`config.mk`:
```
export PLATFORM = sky130hd
export DESIGN_NAME = json_syntax_checker_unit
export DESIGN_NICKNAME = d
export VERILOG_FILES = /design/src/jsc_pkg.sv /design/src/jsc_kind_stack.sv /design/src/jsc_fsm.sv /design/src/json_syntax_checker_unit.sv
export SDC_FILE = /design/constraint.sdc
export NUM_CORES = 1
export LEC_CHECK = 0
export BUFFER_PORTS_ARGS = -buffer_cell sky130_fd_sc_hd__buf_2
export CORE_ASPECT_RATIO = 0.9
export CORE_MARGIN = 2
export CORE_UTILIZATION = 60
export CTS_CLUSTER_DIAMETER = 80
export DETAILED_ROUTE_END_ITERATION = 16
export PLACE_DENSITY_LB_ADDON = 0.3
export SYNTH_ARGS = -nofsm -noshare
export SYNTH_HDL_FRONTEND = slang
export SYNTH_SLANG_ARGS = --single-unit
export TNS_END_PERCENT = 50
```
`constraint.sdc`:
```
create_clock -name i_clk -period 7.8 [get_ports i_clk]
set_input_delay 0.78 -clock i_clk [delete_from_list [all_inputs] [get_ports i_clk]]
set_output_delay 0.78 -clock i_clk [all_outputs]
set_load 0.02 [all_outputs]
```
`src/jsc_pkg.sv`:
```
package jsc_pkg;

    // Deepest nesting below the root object
    localparam int MAX_DEPTH   = 16;
    // Container marks kept: root plus MAX_DEPTH levels
    localparam int STACK_DEPTH = MAX_DEPTH + 1;
    // Open container count runs 0..STACK_DEPTH
    localparam int CNT_W       = $clog2(STACK_DEPTH + 1);
    localparam int IDX_W       = $clog2(STACK_DEPTH);

    // Byte codes
    localparam logic [7:0] CH_SPACE  = 8'h20;
    localparam logic [7:0] CH_QUOTE  = 8'h22;
    localparam logic [7:0] CH_COMMA  = 8'h2C;
    localparam logic [7:0] CH_COLON  = 8'h3A;
    localparam logic [7:0] CH_LBRACK = 8'h5B;
    localparam logic [7:0] CH_BSLASH = 8'h5C;
    localparam logic [7:0] CH_RBRACK = 8'h5D;
    localparam logic [7:0] CH_LOWER_U = 8'h75;
    localparam logic [7:0] CH_LBRACE = 8'h7B;
    localparam logic [7:0] CH_RBRACE = 8'h7D;

    // Write into the container mark stack
    typedef struct packed {
        logic             we;
        logic [IDX_W-1:0] idx;
        logic             is_obj;
    } t_push;

    function automatic logic is_ws(input logic [7:0] c);
        return (c == CH_SPACE) || (c >= 8'h09 && c <= 8'h0D);
    endfunction

    function automatic logic is_hex(input logic [7:0] c);
        return (c >= 8'h30 && c <= 8'h39) || (c >= 8'h61 && c <= 8'h66) ||
               (c >= 8'h41 && c <= 8'h46);
    endfunction

endpackage

```
`src/jsc_kind_stack.sv`:
```
module jsc_kind_stack (
    input  logic                       i_clk,
    input  jsc_pkg::t_push             i_push,
    input  logic [jsc_pkg::IDX_W-1:0]  i_rd_idx,
    output logic                       o_is_obj
);

    // One mark per open container: 1 = object, 0 = array
    logic r_kind [jsc_pkg::STACK_DEPTH];

    always_ff @(posedge i_clk) begin
        if (i_push.we) begin
            r_kind[i_push.idx] <= i_push.is_obj;
        end
    end

    assign o_is_obj = r_kind[i_rd_idx];

endmodule

```
`src/jsc_fsm.sv`:
```
module jsc_fsm (
    input  logic                       i_clk,
    input  logic                       i_rst_n,
    input  logic                       i_go,
    input  logic [7:0]                 i_byte,
    input  logic                       i_eom,
    input  logic                       i_top_is_obj,
    output logic [jsc_pkg::IDX_W-1:0]  o_top_idx,
    output jsc_pkg::t_push             o_push,
    output logic                       o_accepted
);

    typedef enum logic [3:0] {
        PH_ROOT, PH_OBJ_FIRST, PH_ARR_FIRST, PH_KEY_NEXT, PH_KEY_BODY,
        PH_KEY_ESC, PH_KEY_HEX, PH_COLON, PH_VALUE, PH_VAL_BODY,
        PH_VAL_ESC, PH_VAL_HEX, PH_PRIM, PH_AFTER, PH_DONE
    } t_phase;

    localparam int CW = jsc_pkg::CNT_W;

    t_phase          r_phase, n_phase;
    logic [CW-1:0]   r_cnt, n_cnt;
    logic [2:0]      r_hex, n_hex;
    logic            r_fail, n_fail;

    logic [7:0]      c;
    logic            ws, cnt_nz, top_obj, push_ok;
    logic [CW-1:0]   cnt_m1, cnt_p1, pop_cnt;
    t_phase          pop_phase;
    logic [2:0]      hex_dec;

    // after-value helper
    t_phase          av_phase;
    logic [CW-1:0]   av_cnt;
    logic            av_fail;
    // start-value helper
    t_phase          sv_phase;
    logic [CW-1:0]   sv_cnt;
    logic            sv_fail, sv_we;

    assign c        = i_byte;
    assign ws       = jsc_pkg::is_ws(c);
    assign cnt_nz   = (r_cnt != '0);
    assign cnt_m1   = r_cnt - CW'(1);
    assign cnt_p1   = r_cnt + CW'(1);
    assign push_ok  = (r_cnt < CW'(jsc_pkg::STACK_DEPTH));
    assign top_obj  = cnt_nz && (r_cnt <= CW'(jsc_pkg::STACK_DEPTH)) && i_top_is_obj;
    assign pop_cnt  = cnt_nz ? cnt_m1 : r_cnt;
    assign pop_phase = (pop_cnt == '0) ? PH_DONE : PH_AFTER;
    assign hex_dec  = (r_hex != 3'd0) ? r_hex - 3'd1 : r_hex;

    assign o_top_idx = cnt_m1[jsc_pkg::IDX_W-1:0];

    // Byte after a complete value: separator, close or whitespace
    always_comb begin
        av_phase = r_phase;
        av_cnt   = r_cnt;
        av_fail  = 1'b0;
        if (!ws) begin
            if (c == jsc_pkg::CH_COMMA) begin
                av_phase = top_obj ? PH_KEY_NEXT : PH_VALUE;
            end else if ((c == jsc_pkg::CH_RBRACE && top_obj) ||
                         (c == jsc_pkg::CH_RBRACK && !top_obj && cnt_nz)) begin
                av_cnt   = pop_cnt;
                av_phase = pop_phase;
            end else begin
                av_fail = 1'b1;
            end
        end
    end

    // First byte of a value
    always_comb begin
        sv_phase = r_phase;
        sv_cnt   = r_cnt;
        sv_fail  = 1'b0;
        sv_we    = 1'b0;
        if (r_cnt > CW'(jsc_pkg::MAX_DEPTH)) begin
            sv_fail = 1'b1;
        end else if (c == jsc_pkg::CH_QUOTE) begin
            sv_phase = PH_VAL_BODY;
        end else if (c == jsc_pkg::CH_LBRACE || c == jsc_pkg::CH_LBRACK) begin
            if (!push_ok) begin
                sv_fail = 1'b1;
            end else begin
                sv_we    = 1'b1;
                sv_cnt   = cnt_p1;
                sv_phase = (c == jsc_pkg::CH_LBRACE) ? PH_OBJ_FIRST : PH_ARR_FIRST;
            end
        end else if (c == jsc_pkg::CH_COMMA || c == jsc_pkg::CH_RBRACE ||
                     c == jsc_pkg::CH_RBRACK) begin
            sv_fail = 1'b1;
        end else begin
            sv_phase = PH_PRIM;
        end
    end

    // Per-byte transition
    always_comb begin
        n_phase = r_phase;
        n_cnt   = r_cnt;
        n_hex   = r_hex;
        n_fail  = r_fail;
        o_push.we     = 1'b0;
        o_push.idx    = r_cnt[jsc_pkg::IDX_W-1:0];
        o_push.is_obj = (c == jsc_pkg::CH_LBRACE);
        if (i_go && !r_fail) begin
            unique case (r_phase) inside
                PH_ROOT: begin
                    if (!ws) begin
                        if (c == jsc_pkg::CH_LBRACE && push_ok) begin
                            o_push.we = 1'b1;
                            n_cnt     = cnt_p1;
                            n_phase   = PH_OBJ_FIRST;
                        end else begin
                            n_fail = 1'b1;
                        end
                    end
                end
                PH_OBJ_FIRST: begin
                    if (!ws) begin
                        if (c == jsc_pkg::CH_RBRACE) begin
                            n_cnt   = pop_cnt;
                            n_phase = pop_phase;
                        end else if (c == jsc_pkg::CH_QUOTE) begin
                            n_phase = PH_KEY_BODY;
                        end else begin
                            n_fail = 1'b1;
                        end
                    end
                end
                PH_ARR_FIRST: begin
                    if (!ws) begin
                        if (c == jsc_pkg::CH_RBRACK) begin
                            n_cnt   = pop_cnt;
                            n_phase = pop_phase;
                        end else begin
                            n_phase   = sv_phase;
                            n_cnt     = sv_cnt;
                            n_fail    = sv_fail;
                            o_push.we = sv_we;
                        end
                    end
                end
                PH_KEY_NEXT: begin
                    if (!ws) begin
                        if (c == jsc_pkg::CH_QUOTE) n_phase = PH_KEY_BODY;
                        else n_fail = 1'b1;
                    end
                end
                PH_KEY_BODY, PH_VAL_BODY: begin
                    if (c < jsc_pkg::CH_SPACE) begin
                        n_fail = 1'b1;
                    end else if (c == jsc_pkg::CH_BSLASH) begin
                        n_phase = (r_phase == PH_KEY_BODY) ? PH_KEY_ESC : PH_VAL_ESC;
                    end else if (c == jsc_pkg::CH_QUOTE) begin
                        n_phase = (r_phase == PH_KEY_BODY) ? PH_COLON : PH_AFTER;
                    end
                end
                PH_KEY_ESC, PH_VAL_ESC: begin
                    if (c == jsc_pkg::CH_LOWER_U) begin
                        n_hex   = 3'd4;
                        n_phase = (r_phase == PH_KEY_ESC) ? PH_KEY_HEX : PH_VAL_HEX;
                    end else begin
                        n_phase = (r_phase == PH_KEY_ESC) ? PH_KEY_BODY : PH_VAL_BODY;
                    end
                end
                PH_KEY_HEX, PH_VAL_HEX: begin
                    if (!jsc_pkg::is_hex(c)) begin
                        n_fail = 1'b1;
                    end else begin
                        n_hex = hex_dec;
                        if (hex_dec == 3'd0) begin
                            n_phase = (r_phase == PH_KEY_HEX) ? PH_KEY_BODY : PH_VAL_BODY;
                        end
                    end
                end
                PH_COLON: begin
                    if (!ws) begin
                        if (c == jsc_pkg::CH_COLON) n_phase = PH_VALUE;
                        else n_fail = 1'b1;
                    end
                end
                PH_VALUE: begin
                    if (!ws) begin
                        n_phase   = sv_phase;
                        n_cnt     = sv_cnt;
                        n_fail    = sv_fail;
                        o_push.we = sv_we;
                    end
                end
                PH_PRIM: begin
                    // primitive ends at whitespace, comma or a close
                    if (ws || c == jsc_pkg::CH_COMMA || c == jsc_pkg::CH_RBRACE ||
                        c == jsc_pkg::CH_RBRACK) begin
                        n_phase = ws ? PH_AFTER : av_phase;
                        n_cnt   = av_cnt;
                        n_fail  = av_fail;
                    end
                end
                PH_AFTER: begin
                    n_phase = av_phase;
                    n_cnt   = av_cnt;
                    n_fail  = av_fail;
                end
                PH_DONE: begin
                    if (!ws) n_fail = 1'b1;
                end
                default: begin
                    n_fail = 1'b1;
                end
            endcase
        end

        o_accepted = !n_fail && (n_phase == PH_DONE);

        // final byte: clear for next message
        if (i_go && i_eom) begin
            n_phase = PH_ROOT;
            n_cnt   = '0;
            n_hex   = 3'd0;
            n_fail  = 1'b0;
        end
    end

    always_ff @(posedge i_clk) begin
        if (!i_rst_n) begin
            r_phase <= PH_ROOT;
            r_cnt   <= '0;
            r_hex   <= 3'd0;
            r_fail  <= 1'b0;
        end else begin
            r_phase <= n_phase;
            r_cnt   <= n_cnt;
            r_hex   <= n_hex;
            r_fail  <= n_fail;
        end
    end

endmodule

```
`src/json_syntax_checker_unit.sv`:
```
// Streaming JSON object checker.
// Input channel: one message byte per word on i_data_byte, with
// i_end_of_message marking the final byte; a word moves when i_valid is high
// and o_stall is low. Output channel: one word per message, o_accepted = 1
// when the message was a single well-formed object with only surrounding
// whitespace; it moves when o_valid is high and i_stall is low.
// The result of a final byte passes the input register, then the result
// register. Throughput: one byte per cycle unless a final byte waits behind
// a held result; each byte passes the input register and one parser transition.
// Nesting depth is limited by the container mark stack (MAX_DEPTH levels
// below the root object).
// Reset (synchronous, active low) empties both registers and returns the
// parser to expect the root open brace; the mark stack is not cleared.
// When the receiver stalls, the result is held; bytes that produce no
// result keep flowing, and o_stall rises only when a final byte is waiting
// behind a held result.
module json_syntax_checker_unit (
    input  logic       i_clk,
    input  logic       i_rst_n,
    input  logic       i_valid,
    output logic       o_stall,
    input  logic [7:0] i_data_byte,
    input  logic       i_end_of_message,
    output logic       o_valid,
    input  logic       i_stall,
    output logic       o_accepted
);

    logic                      r_s1_valid;
    logic [7:0]                r_s1_byte;
    logic                      r_s1_eom;
    logic                      r_out_valid;
    logic                      r_out_acc;

    logic                      out_free, s1_go, in_take;
    logic                      fsm_acc, top_is_obj;
    logic [jsc_pkg::IDX_W-1:0] top_idx;
    jsc_pkg::t_push            push;

    // Handshake: a final byte waits only while a result is held
    assign out_free = !r_out_valid || !i_stall;
    assign s1_go    = r_s1_valid && (!r_s1_eom || out_free);
    assign in_take  = i_valid && (!r_s1_valid || s1_go);
    assign o_stall  = r_s1_valid && !s1_go;

    // Input register
    always_ff @(posedge i_clk) begin
        if (!i_rst_n) begin
            r_s1_valid <= 1'b0;
        end else if (in_take) begin
            r_s1_valid <= 1'b1;
        end else if (s1_go) begin
            r_s1_valid <= 1'b0;
        end
    end

    always_ff @(posedge i_clk) begin
        if (in_take) begin
            r_s1_byte <= i_data_byte;
            r_s1_eom  <= i_end_of_message;
        end
    end

    jsc_fsm u_fsm (
        .i_clk        (i_clk),
        .i_rst_n      (i_rst_n),
        .i_go         (s1_go),
        .i_byte       (r_s1_byte),
        .i_eom        (r_s1_eom),
        .i_top_is_obj (top_is_obj),
        .o_top_idx    (top_idx),
        .o_push       (push),
        .o_accepted   (fsm_acc)
    );

    jsc_kind_stack u_stack (
        .i_clk    (i_clk),
        .i_push   (push),
        .i_rd_idx (top_idx),
        .o_is_obj (top_is_obj)
    );

    // Result register
    always_ff @(posedge i_clk) begin
        if (!i_rst_n) begin
            r_out_valid <= 1'b0;
        end else if (s1_go && r_s1_eom) begin
            r_out_valid <= 1'b1;
        end else if (!i_stall) begin
            r_out_valid <= 1'b0;
        end
    end

    always_ff @(posedge i_clk) begin
        if (s1_go && r_s1_eom) begin
            r_out_acc <= fsm_acc;
        end
    end

    assign o_valid    = r_out_valid;
    assign o_accepted = r_out_acc;

endmodule

```
### Yosys cells after proc, flatten, opt, wreduce, memory -nomap -nowiden

Memories as Yosys holds them, arrays and structs flattened.
Cells that the tools add are included.

| operators by class | value |
|---|---|
| add/sub/neg operators | 3 |
| bitwise logic cells | 1 |
| reduce and logical (&&, ||, !) cells | 51 |
| order comparisons | 12 |
| equal/unequal tests | 35 |
| muxes and demuxes | 100 |

Operators by type and width:

| operator | number |
|---|---|
| $mux W4 | 34 |
| $mux W5 | 16 |
| $eq A8 B7 Y1 const B | 6 |
| $pmux W4 S11 | 1 |
| $mux W1 | 40 |
| $eq A4 B4 Y1 const B | 8 |
| $eq A8 B6 Y1 const B | 4 |
| $pmux W5 S6 | 1 |
| $eq A4 B3 Y1 const B | 4 |
| $ge A8 B7 Y1 const B | 2 |
| $le A8 B7 Y1 const B | 2 |
| $logic_and A1 B1 Y1 | 16 |
| $ne A2 B2 Y1 const B | 7 |
| $logic_or A1 B1 Y1 | 13 |
| $pmux W1 S12 | 1 |
| $mux W3 | 3 |
| $reduce_and A9 Y1 | 1 |
| $eq A4 B2 Y1 const B | 2 |
| $ge A8 B4 Y1 const B | 1 |
| $ge A8 B6 Y1 const B | 1 |
| $le A8 B4 Y1 const B | 1 |
| $le A8 B6 Y1 const B | 1 |
| $logic_not A1 Y1 | 8 |
| $lt A8 B6 Y1 const B | 1 |
| other kinds (21) | 28 |

| storage, ports and cells | value |
|---|---|
| logic and storage cells | 212 |
| input port bits | 13 |
| output and inout port bits | 3 |
| RAM bits | 17 |
| memories kept | 1 |
| flip-flop bits (word level) | 25 |

Memory list:

| name | depth | bits a word | read ports | clocked after Yosys merged registers in | wr ports | line | RTL |
|---|---|---|---|---|---|---|---|
| u_stack.r_kind | 17 | 1 | 1 | 0 | 1 | jsc_kind_stack.sv:9 | `logic r_kind [jsc_pkg::STACK_DEPTH];` |

### Logic depth before layout (Yosys ltp)

Gate-level depths: netlist of the first run.

| logic depth | value |
|---|---|
| word-level depth | 16 |
| mapped depth | 13 |
| gate-level depth less buffers | 12 |

### Cells and area by module

A second synthesis of the first run with hierarchy kept.

| unflattened totals | value |
|---|---|
| cells, all modules | 409 |
| area total of the unflattened synthesis | 3,497.1 µm² |

Modules (own cells, without submodules):

| module | area each (µm²) | sequential area each (µm²) | instances | cells an instance |
|---|---|---|---|---|
| jsc_fsm | 2,314.7 | 260.2 | 1 | 334 |
| jsc_kind_stack | 787.0 | 510.5 | 1 | 54 |
| json_syntax_checker_unit | 395.4 | 340.3 | 1 | 21 |

### Worst setup path after synthesis of the first run

No wires, ideal clock.

| timing | value |
|---|---|
| kind | register -> register |
| from | reg u_fsm.r_cnt[0] |
| to | reg u_fsm.r_cnt[0] |
| stages on the path, launching flop included | 14 |
| slack | 4.597 ns |
| period minus slack after synthesis | 3.203 ns |
| arrival | 3.132 ns |
| data required time | 7.728 ns |
| path through | dfxtp_1 buf_2 inv_1 ha_1 buf_1 mux4_2 o211ai_2 a21oi_1 a221o_1 o21ba_4 mux2i_4 o21ai_2 a311oi_2 mux2i_1 |

| between the ends | value |
|---|---|
| word-level cells in the longest chain between the ends | 12 |

RTL lines:

| what | line | RTL |
|---|---|---|
| from (decl) | jsc_fsm.sv:22 | `logic [CW-1:0] r_cnt, n_cnt;` |
| from (signal assigned) | jsc_fsm.sv:234 | `r_cnt <= n_cnt;` |
| $sub A5 B1 Y5, or another cell as far along | jsc_fsm.sv:44 | `assign cnt_m1 = r_cnt - CW'(1);` |
| $mem_v2 Z17 W1 or $logic_and A1 B1 Y1 (tied branches) | n/a |  |
| $logic_and A1 B1 Y1 | jsc_fsm.sv:47 | `assign top_obj = cnt_nz && (r_cnt <= CW'(jsc_pkg::STACK_DEPTH)) && i_top_is_obj;` |
| $logic_not A1 Y1 | jsc_fsm.sv:63 | `(c == jsc_pkg::CH_RBRACK && !top_obj && cnt_nz)) begin` |
| $logic_and A1 B1 Y1 (2 in series) | jsc_fsm.sv:63 |  |
| $logic_or A1 B1 Y1 | jsc_fsm.sv:62 | `end else if ((c == jsc_pkg::CH_RBRACE && top_obj) \|\|` |
| $mux W5 | jsc_fsm.sv:62 |  |
| $mux W5 | jsc_fsm.sv:60 | `if (c == jsc_pkg::CH_COMMA) begin` |
| $mux W5 | jsc_fsm.sv:59 | `if (!ws) begin` |
| $mux W5 | jsc_fsm.sv:194 | `if (ws \|\| c == jsc_pkg::CH_COMMA \|\| c == jsc_pkg::CH_RBRACE \|\|` |
| $pmux W5 S6 | jsc_fsm.sv:108 | `unique case (r_phase) inside` |

Parallel ways exist; a longest one is shown, timed or not. The select of a mux whose other input is x is not followed.
A chain may end at the register's enable or synchronous reset.

### Worst setup path after layout of the first run

Ends and elaborated chain as after synthesis.

==> results of run 1 <==
==> cell type report <==
cell class | count | area share, %
timing repair buffer | 15 | 2.14
sequential | 42 | 31.6
multi-input combinational | 312 | 59.4
inverter | 16 | 1.71
tap | 67 | 2.39
clock buffer | 5 | 1.96
clock inverter | 3 | 0.819
==> path summary, 6_finish.rpt <==
kind | startpoint | endpoint | slack, ps | cells past startpoint
worst max-delay path | u_fsm.r_cnt[0] | u_fsm.r_cnt[0] | 4190 | 11
worst min-delay path | u_fsm.r_hex[2] | u_fsm.r_hex[2] | 510 | 2
worst max register to register | u_fsm.r_cnt[0] | u_fsm.r_cnt[0] | 4190 | 11
worst min register to register | u_fsm.r_hex[2] | u_fsm.r_hex[2] | 510 | 2
==> stage by stage <==
stage / setup slack [ps] / utilization [%]
after CTS: 4220 / 66.1
after global placement: 4360 / 64.2
final: 4190 / 66.1
after global routing: 3890 / 66.1
after detailed placement: 4240 / 64.2
after floorplan: 4600 / -
==> sequential cells by signal (all words and copies together) (netlist names) <==
name / count
r_s1_byte: 8
o_valid: 1
u_fsm.r_phase: 4
u_fsm.r_fail: 1
u_stack.r_kind: 17
r_s1_valid: 1
u_fsm.r_cnt: 5
u_fsm.r_hex: 3
o_accepted: 1
r_s1_eom: 1
==> where the power goes <==
| group | total (mW) | leakage [nW] | internal (mW) | switching [mW] |
|---|---|---|---|---|
| registers | 0.258 | 0.406 | 0.240 | 0.0171 |
| clock network | 0.151 | 0.0506 | 0.0669 | 0.0836 |
| logic | 0.0730 | 0.767 | 0.0301 | 0.0429 |
==> cell families after synthesis <==
group / Yosys count / share of synthesized area (%)
AO/OA/AOI/OAI: 111 / 24.2
XOR/XNOR: 3 / 0.783
adder cells (fa/ha/maj): 8 / 2.98
buffers and inverters: 40 / 4.74
flip-flops: 42 / 33.1
multiplexers: 11 / 5.18
AND/OR/NAND/NOR: 179 / 29.0
==> worst max-delay path: cells and delay by family, from the launching register on <==
family | cells | cell delay, ps
compound gates | 5 | 1160
simple gates | 1 | 100
mux | 3 | 800
buf+inv | 1 | 230
fa+ha+maj | 1 | 500
flops | 1 | 750
==> routing by layer <==
| layer | global-route usage (%) | share of wire [%] |
|---|---|---|
| met1 | 41.4 | 44 |
| met2 | 44.5 | 43 |
| met3 | 6.58 | 11 |
| met4 | 11.7 | 2.6 |
| met5 | 0 | 0 |
==> cells in the final DEF, fill, tap and decap left out, types with 4 or more instances in the layout <==
master / Yosys / final
nand4b_1: 4 / 4
inv_1: 16 / 16
o21ai_1: 4 / 4
nand2_1: 35 / 35
mux2i_1: 5 / 5
dfxtp_1: 15 / 15
nand3_1: 11 / 11
a211oi_1: 4 / 4
or3_1: 8 / 8
and3_1: 6 / 6
a21oi_1: 18 / 18
o21a_1: 5 / 5
a31oi_1: 5 / 5
and3b_1: 4 / 4
edfxtp_1: 27 / 27
nor4_1: 5 / 5
a21o_1: 6 / 6
clkbuf_8: 0 / 5
mux4_2: 4 / 4
buf_2: 7 / 15
nor2b_1: 9 / 9
nand4_1: 7 / 7
ha_1: 8 / 8
o2111ai_1: 4 / 4
nor3_1: 12 / 12
and2_1: 5 / 5
nand2b_1: 7 / 7
nor2_1: 42 / 42
nor3b_1: 4 / 4
o21ai_0: 16 / 16
nor4b_1: 6 / 6
==> results.py, run 1 <==
metrics = {
    "logic_synthesis": {
        "synthCells": 394,
        "ys_warn_count": 0,
        "ys.flop_type": "edfxtp_1",
        "yosys.area.top_type": "edfxtp_1",
        "synth_top_area_share_pct": 24.2,
        "synth_edf_count": 27,
        "synth-async-reset-ratio_pct": 0,
        "synth_nets": 415,
        "ys_seq_elements": 42,
        "yosysMostFrequentCell": "nor2_1",
        "ys_types": 77,
        "synth_area_per_cell_um2": 8.52,
        "synth_area_leaders": "edfxtp_1 (24%), dfxtp_1 (8.9%), nor2_1 (4.7%)",
        "synth_common_cells": "nor2_1 (42), nand2_1 (35), edfxtp_1 (27)",
        "ys_seq_area_share_pct": 33.1,
        "syn_area_um2": 3360,
    },
    "detailed_routing": {
        "drc": 0,
        "drtPass1Iterations": 5,
        "antenna_left": 0,
        "via_per_inst": 6.98,
        "drt_iter0_drc": 441,
        "vias": 3210,
        "routedWlPerCell_um": 19.3,
        "drt-total-wl_mm": 8.88,
    },
    "clock_tree": {
        "htree_levels": 2,
        "hold_buffers": 0,
        "worstSkewPairLatency_ps": 300,
        "cts_setup_buffers": 0,
        "cts_tree": "done",
        "clk_pin_slew_worst_paths_ps": 100,
        "clk_path_buf_depth": 2,
        "clock_sinks": 42,
        "cts-root-buf": "clkbuf_8",
        "cts_buffers": 5,
        "post_cts_resized": 0,
    },
    "timing": {
        "holdWs_ps": 513,
        "max_freq_mhz": 277,
        "grt_setup_unrepaired": "false",
        "final-setup-viol-count": 0,
        "max-slew-margin-rel_pct": 33.3,
        "hold_viol": 0,
        "finalClockSkew_ps": 14.4,
        "final.setup.tns_ps": 0,
        "finalMaxSlewViolations": 0,
        "worst_pin_slew_ps": 994,
        "period_needed_ps": 3610,
        "finalCritPeriodShare_pct": 46.3,
    },
    "placed_design": {
        "place_inst": 452,
        "post-dp-hpwl_mm": 6.64,
        "port-buffer-count": 15,
        "dpl_cell_area_um2": 3420,
        "place_congestion": 1.05,
    },
    "floorplan": {
        "core_um2": 5320,
        "rows": 25,
        "start_util_pct": 63.1,
        "boundaryPins": 16,
        "die_area_um2": 6210,
        "die_h_um": 74.9,
        "die_x_um": 82.8,
    },
    "pwr": {
        "report.power.total_uw": 481,
        "irDropWorstVdd_mv": 0.118,
        "p_leak_nw": 1.22,
        "p_per_area_nw_per_um2": 137,
    },
    "finish": {
        "layout-drive-gt1-share_pct": 11.5,
        "postLayoutCellArea_um2": 3510,
        "multi_input_area_um2": 2090,
        "final_nets": 413,
        "syn_to_final_growth_pct": 4.70,
        "antenna_cells": 0,
        "instances_no_fill": 460,
        "area.sequential_um2": 1110,
        "nFillCells": 451,
    },
    "critical_path": {
        "crit_chain": "inv_1 > ha_1 > mux4_2 > nand4_1 > a21oi_1 > a221o_1 > o21ba_4 > mux2i_4 > o21ai_2 > a311oi_2 > mux2i_1",
        "required_ps": 8040,
        "slowest_stage": "dfxtp_1",
        "endpoint_kind": "register",
        "crit_type": "register to register",
        "cp-start-kind": "register",
        "cp_max_fo": 16,
        "cpPeakStageDelay_ps": 750,
        "critPathArrivalTime_ps": 3850,
    },
    "grt": {
        "grt_pass1_wl_mm": 14.5,
        "grt_max_degree": 27,
        "grt_overflow": 0,
        "grt_pass1_vias": 2888,
        "antenna_found_initial": 0,
        "grt.total_usage_pct": 29.3,
    },
    "run": {
        "cap_violations": 0,
    },
    "outcome": {
        "run_status": "completed",
    },
    "min_path": {
        "hp-class": "register to register",
    },
}
Note: power is estimated with default switching activity, not from simulation.
==> inputs of run 2 (changes only) <==
clock period = 3.4 ns   (was 7.8 ns; I/O delays follow)
==> results.py, run 2 (same netlist as run 1, synthesis figures left out) <==
metrics = {
    "outcome": {
        "run_status": "completed",
    },
    "grt": {
        "grt_max_degree": 24,
        "grt.total_usage_pct": 30.1,
        "grt_pass1_vias": 2909,
        "grt_pass1_wl_mm": 14.8,
        "grt_overflow": 0,
        "antenna_found_initial": 0,
    },
    "timing": {
        "finalClockSkew_ps": 13.2,
        "hold_viol": 0,
        "final-setup-viol-count": 0,
        "finalMaxSlewViolations": 0,
        "finalCritPeriodShare_pct": 90.1,
        "worst_pin_slew_ps": 838,
        "period_needed_ps": 3060,
        "fin_ws_ps": 337,
        "final.setup.tns_ps": 0,
        "max_freq_mhz": 326,
        "grt_setup_unrepaired": "false",
        "max-slew-margin-rel_pct": 43.8,
    },
    "pwr": {
        "share_comb_of_total_power_pct": 17.0,
        "seq_power_share_pct": 52.0,
        "report.power.total_mw": 1.12,
        "internal_power_uw": 780,
        "irDropWorstVdd_mv": 0.274,
        "power.switching_uw": 337,
        "p_leak_nw": 1.30,
        "sw_frac_of_total_pct": 30.2,
        "p_clk_share_pct": 31.1,
        "p_per_area_nw_per_um2": 309,
    },
    "clock_tree": {
        "post_cts_resized": 0,
        "cts_tree": "done",
        "cts_setup_buffers": 0,
        "cts_buffers": 5,
        "worstSkewPairLatency_ps": 310,
        "cts-root-buf": "clkbuf_8",
        "clock_sinks": 42,
        "clk_pin_slew_worst_paths_ps": 100,
        "hold_buffers": 0,
        "clk_path_buf_depth": 2,
        "htree_levels": 2,
    },
    "critical_path": {
        "rr_endpoint": "o_accepted",
        "crit_type": "register to register",
        "reg2reg_from": "u_fsm.r_cnt[1]",
        "critPathArrivalTime_ps": 3180,
        "reg2regPathDepth": 10,
        "endpoint_kind": "register",
        "cp_max_fo": 9,
        "ff2ff_setup_slack_ps": 340,
        "required_ps": 3520,
        "cp-start-kind": "register",
    },
    "finish": {
        "syn_to_final_growth_pct": 7.79,
        "largest_reg_flops": 17,
        "final_nets": 427,
        "reg_top3": "u_stack.r_kind: 17 flops, r_s1_byte: 8 flops, u_fsm.r_cnt: 5 flops",
        "antenna_cells": 0,
        "layout_common_cells": "nor2_1 (42), nand2_1 (35), edfxtp_1 (27)",
        "final_common_cell": "nor2_1",
        "largest_register": "u_stack.r_kind",
        "layout-drive-gt1-share_pct": 14.5,
    },
    "floorplan": {
        "die_x_um": 82.8,
        "die_area_um2": 6210,
        "core_um2": 5320,
        "boundaryPins": 16,
        "start_util_pct": 63.1,
        "rows": 25,
        "die_h_um": 74.9,
    },
    "min_path": {
        "hold_start": "i_data_byte[5]",
        "min_to": "r_s1_byte[5]",
        "hold_depth": 1,
        "hp-class": "primary input to register",
    },
    "detailed_routing": {
        "via_per_inst": 7.01,
        "antenna_left": 0,
        "drtPass1Iterations": 7,
        "routedWlPerCell_um": 19.3,
        "drc": 0,
        "drt-total-wl_mm": 9.16,
        "vias": 3325,
        "drt_iter0_drc": 397,
    },
    "placed_design": {
        "post-dp-hpwl_mm": 6.85,
        "port-buffer-count": 15,
        "place_congestion": 1.08,
        "place_ws_ps": 481,
    },
    "run": {
        "cap_violations": 0,
    },
}
[run 2: cell count changes in the layout (fill, tap and decap cells not counted)]
cell,change
buf_4,+14
clkinv_4,-1
clkinvlp_4,+1
[run 2: per-layer routing]
layer / up-vias / share of wire, % / global-route usage, %
li1: 1523 / - / -
met1: 1562 / 43 / 42.4
met2: 211 / 43 / 45.1
met3: 29 / 12 / 8.33
met4: 0 / 2.6 / 10.6
met5: - / 0 / 0
[run 2: per-stage QoR]
| stage | hold WS [ps] | util (%) | instance area [um^2] | cells |
|---|---|---|---|---|
| floorplan | 439 | - | 3360 | 394 |
| global placement | 478 | 66.2 | 3520 | 466 |
| detailed placement | 509 | 66.2 | 3520 | 466 |
| CTS | 203 | 68.0 | 3620 | 474 |
| global route | 194 | 68.0 | 3620 | 474 |
| finish | 208 | 68.0 | 3620 | 474 |
[run 2: worst max-delay path by stage]
stage	startpoint	to	slack [ps]	cells past startpoint
2_1_floorplan	u_fsm.r_cnt[0]	u_fsm.r_cnt[0]	200	13
3_3_place_gp	u_fsm.r_cnt[0]	u_fsm.r_cnt[0]	510	11
3_5_place_dp	u_fsm.r_cnt[1]	u_fsm.r_cnt[0]	480	11
4_1_cts	u_fsm.r_cnt[0]	o_accepted	430	11
5_1_grt	u_fsm.r_cnt[0]	o_accepted	160	10
6_report	u_fsm.r_cnt[1]	o_accepted	340	10
[run 2: power groups by stage]
stage	registers (mW)	clock network, mW	logic, mW
floorplan	0.572	0	0.145
detailed placement	0.591	0	0.182
finish	0.581	0.347	0.190
global route	0.584	0.376	0.203
CTS	0.579	0.354	0.183
global placement	0.591	0	0.184
[run 2: layout make-up]
type	count	area, um^2
well taps	67	83.8
clock buffers	5	68.8
flip-flops and latches	42	1110
repair buffers	29	180
clock inverters	3	27.5
multi-input cells	312	2090
fillers	444	1700
inverters	16	60.1
[run 2: worst max-delay path: stages, from the launching register on]
cell and delay, ps:
dfxtp_1 320, inv_1 130, ha_1 410, xnor2_1 160, nand4_1 190, mux2_2 360, nor2_1 150, o21ai_0 150
a2111oi_0 520, o21ai_1 170, a211oi_1 310
